File: src/hw/rtl/scdd_pkg.sv
package scdd_pkg;

  // field widths
  localparam int unsigned SampleW = 10;
  localparam int unsigned SegW    = 8;
  localparam int unsigned SelW    = 7;
  localparam int unsigned PeriodW = 8;
  localparam int unsigned CodeW   = 4;

  // a 10-bit sample has at most four decimal digits
  localparam int unsigned LeadW = 2;
  localparam int unsigned LeadN = 1 << LeadW;

  localparam int unsigned DigitsDefault = 7;

  localparam logic [PeriodW-1:0] PeriodReset = 8'd25;
  localparam logic [CodeW-1:0]   BlankCode   = 4'hf;
  localparam logic [SegW-1:0]    SegBlankN   = 8'hff;

  // item command codes
  localparam logic CmdTick   = 1'b0;
  localparam logic CmdSample = 1'b1;

  typedef struct packed {
    logic               cmd;
    logic [SampleW-1:0] sample;
  } item_t;

  typedef struct packed {
    logic [SegW-1:0] segments_n;
    logic [SelW-1:0] digit_select;
    logic            start_conversion;
  } result_t;

  // left-justified decimal digits, lead[0] is the leftmost position
  typedef struct packed {
    logic [LeadN-1:0][CodeW-1:0] lead;
  } dec_t;

  // active-low pattern, bit 0 = a .. bit 6 = g, bit 7 = dp (kept off)
  function automatic logic [SegW-1:0] seg_pattern(input logic [CodeW-1:0] code);
    logic [SegW-1:0] pat;
    case (code)
      4'd0:    pat = 8'h3f;
      4'd1:    pat = 8'h06;
      4'd2:    pat = 8'h5b;
      4'd3:    pat = 8'h4f;
      4'd4:    pat = 8'h66;
      4'd5:    pat = 8'h6d;
      4'd6:    pat = 8'h7d;
      4'd7:    pat = 8'h07;
      4'd8:    pat = 8'h7f;
      4'd9:    pat = 8'h6f;
      default: pat = 8'h00;
    endcase
    return (code > 4'd9) ? SegBlankN : ~pat;
  endfunction

endpackage

File: src/hw/rtl/scdd_bcd.sv
module scdd_bcd import scdd_pkg::*; (
  input  logic [SampleW-1:0] sample_i,
  output dec_t               dec_o
);

  // reciprocal multipliers, exact over the ranges used here
  localparam logic [5:0] RecipHund = 6'd41;   // r*41 >> 12 == r/100 for r < 1000
  localparam logic [6:0] RecipTen  = 7'd103;  // r*103 >> 10 == r/10 for r < 100

  logic             thou;
  logic [9:0]       rem_h;
  logic [15:0]      prod_h;
  logic [CodeW-1:0] hund;
  logic [9:0]       rem_t_w;
  logic [6:0]       rem_t;
  logic [13:0]      prod_t;
  logic [CodeW-1:0] tens;
  logic [6:0]       ones_w;
  logic [CodeW-1:0] ones;
  logic [CodeW-1:0] thou_c;

  always_comb begin
    thou    = (sample_i >= 10'd1000);
    thou_c  = {3'b000, thou};
    rem_h   = thou ? (sample_i - 10'd1000) : sample_i;
    prod_h  = 16'(rem_h) * 16'(RecipHund);
    hund    = prod_h[15:12];
    rem_t_w = rem_h - (10'(hund) * 10'd100);
    rem_t   = rem_t_w[6:0];
    prod_t  = 14'(rem_t) * 14'(RecipTen);
    tens    = prod_t[13:10];
    ones_w  = rem_t - (7'(tens) * 7'd10);
    ones    = ones_w[CodeW-1:0];

    // drop leading zeros, a zero value keeps a single digit
    if (thou) begin
      dec_o.lead = {ones, tens, hund, thou_c};
    end else if (hund != '0) begin
      dec_o.lead = {BlankCode, ones, tens, hund};
    end else if (tens != '0) begin
      dec_o.lead = {BlankCode, BlankCode, ones, tens};
    end else begin
      dec_o.lead = {BlankCode, BlankCode, BlankCode, ones};
    end
  end

endmodule

File: config.mk
export PLATFORM = sky130hd
export DESIGN_NAME = scdd_bcd
export DESIGN_NICKNAME = d
export VERILOG_FILES = /design/src/hw/rtl/scdd_pkg.sv /design/src/hw/rtl/scdd_bcd.sv
export SDC_FILE = /design/constraint.sdc
export NUM_CORES = 1
export LEC_CHECK = 0
export BUFFER_PORTS_ARGS = -buffer_cell sky130_fd_sc_hd__clkbuf_2
export CORE_AREA = 2 2 80 82
export DETAILED_ROUTE_END_ITERATION = 10
export DIE_AREA = 0 0 82 84
export SYNTH_ARGS = -nofsm -noshare
export SYNTH_HDL_FRONTEND = slang
export SYNTH_SLANG_ARGS = --single-unit
File: constraint.sdc
create_clock -name vclk -period 18.9
set_input_delay 3.78 -clock vclk [all_inputs]
set_output_delay 3.78 -clock vclk [all_outputs]
set_load 0.01 [all_outputs]
==> reports/qor_table.md <==
| Quantity | Value |
| --- | --- |
| Outcome | complete, no violations |
| Hold Path Depth | 4 |
| Leading cell type in the layout, fill and taps excluded | ha_1 |
| GRT Overall Usage | 19.7% |
| Synth Cell Area | 2640 um2 |
| HPWL after detailed placement | 5.43 mm |
| Width of the chip | 82 um |
| Biggest cell delay along the critical path | 0.72 ns |
| Worst slew margin relative to its limit | 53.5% |
| Clock buffer count in the final layout | 0 |
| Worst min-delay path category | in -> out |
| Least-Margin Pin Slew | 0.691 ns |
| Count of hold-fix buffers inserted at cts | 0 |
| Via total after detailed routing | 2307 |
| Netlist cell types | 53 |
| Setup TNS Final | 0 ns |
| Worst setup EP type | output pin |
| Post-detailed-routing wire length | 6.28 mm |
| Global-route wire length before repair | 10.9 mm |
| Type of the worst setup path | in -> out |
| Post-Place Setup Slack | 0.988 ns |
| CTS-repair resized insts | 0 |
| Final setup fails | 0 |
| Sequential cell area fraction in the yosys report | 0% |
| Gr ovfl total | 0 |
| Fill cells | 630 |
| Die outline height | 84 um |
| Count of buffers inserted at the top-level ports | 26 |
| Crit-path most repeated cell | ha_1 |
| Total length of routed met2 wires | 3.11 mm |
| Gpl congestion | 0.950 |
| Met3 wire length | 193 um |
| Die area | 6890 um2 |
| Slew Viols, Final | 0 |
| Number of nets at the end of the flow | 446 |
| # Post-CTS Setup Buffers | 0 |
| Vias in the first global route | 2278 |
| Top library cells by usage in the layout, fill and taps aside | 79 x ha_1, 62 x inv_1, 26 x clkbuf_2 |
| Top Metal Used | met4 |
| Wire length on met1 | 2.94 mm |
| Inserted Diodes | 0 |
| Register area | 0 um2 |
| Area of the core region | 6100 um2 |
| Sequential cells | 0 |
| Synthesis-to-finish area growth | 8.30% |
| Syn Inst Count | 317 |
| Unrepaired setup endpoints after global routing | no |
| Clock period minus worst slack | 17.99 ns |
| Pin count of the biggest net entering global routing | 20 |
| Detailed Route Iter0 Violations | 88 |
| Number of nets with antenna violations after detailed routing | 0 |
| Initial standard-cell utilization of the core | 43.3% |
| Required time of the critical path | 15.12 ns |
| Final hold violation count | 0 |
| First-pass iteration count of the detailed router | 4 |
| Drt drc | 0 |
| Share of post-route cells with drive strength above 1 | 14.4% |
| Synthesized netlist net count | 420 |
| Final cycle utilization of the critical path | 95.2% |
| Max FO, Critical Path | 19 |
| Total of warnings raised by yosys | 0 |
| I/O pin cnt | 26 |
| CP startpoint kind | input port |
| Average footprint of a synthesized cell | 8.32 um2 |
| Max-cap violation count | 0 |
| Worst Slack Setup Final | 0.912 ns |
| Fmax | 55.6 MHz |
| Initial antenna violation count | 0 |
| Average via count per standard cell | 5.52 |
| Master of the slowest instance on the critical path | o21ai_0 |
| Routed wirelength normalized by instance count | 15.0 um |
| Row count | 29 |
| Data arrival time of the worst path | 14.21 ns |
==> cell usage after synthesis (2+ instances only) <==
library cell	count	share of area, %
o21a_1	8	2.3
o21ai_1	5	0.95
clkbuf_1	2	0.28
nor3_1	8	1.5
nand2b_1	2	0.47
inv_1	62	8.8
fa_1	14	11
nor2b_1	3	0.71
a211oi_4	2	1.5
and4_1	4	1.3
and2_2	2	0.57
o21ai_0	5	0.95
nand4_1	4	0.95
nor2_1	11	1.6
a21oi_1	14	2.7
a21o_1	7	2.0
a211oi_2	2	0.95
a31oi_1	5	1.2
o31a_1	2	0.66
a21oi_2	5	1.7
nor4b_1	2	0.66
or3_4	2	0.85
and2_1	3	0.71
ha_1	79	37
o22ai_1	4	0.95
xnor2_1	6	2.0
nand3_1	7	1.3
xor2_1	8	2.7
nand2_1	15	2.1
==> stage by stage <==
step           util (%)  cells  hold slack, ns  area [um2]
6_report           46.9    418            8.07        2860
5_1_grt            46.9    418            8.12        2860
4_1_cts            46.9    418            8.09        2860
3_5_place_dp       46.9    418            8.09        2860
3_3_place_gp       46.9    418            8.08        2860
2_1_floorplan         -    317            7.69        2640
==> cell families after synthesis <==
group | Yosys count | share of synthesized area (%)
AOI/OAI and AO/OA | 78 | 24.1
xor gates and xnor gates | 14 | 4.65
buffers and inverters | 64 | 9.10
adders and majority gates | 93 | 48.1
and+or+nand+nor | 68 | 14.0
==> layer usage <==
metal	vias up	GRT usage, %
met3	4	0.216
met4	0	1.82
met1	1072	28.2
met5	-	0
met2	46	33.9
li1	1185	-
==> worst paths after layout <==
check | startpoint | to | slack [ns]
worst max-delay path | sample_i[9] | dec_o[7] | 0.91
worst min-delay path | sample_i[0] | dec_o[12] | 8.07
==> layout make-up <==
class | count | area (um2) | area share, %
timing repair buffer | 26 | 130 | 4.55
multi-input combinational | 253 | 2400 | 83.9
inverter | 62 | 233 | 8.14
tap | 77 | 96.3 | 3.37
==> worst max-delay path, delay by kind of cell <==
family	cells	cell delay [ns]
AND/OR/NAND/NOR	10	1.98
AO/OA/AOI/OAI	9	2.10
XOR/XNOR	4	1.13
buffers and inverters	7	0.65
adder cells (fa/ha/maj)	12	4.54
Power is not shown: default switching activity piles up to over one toggle a cycle in this logic, so the estimate is an artifact.
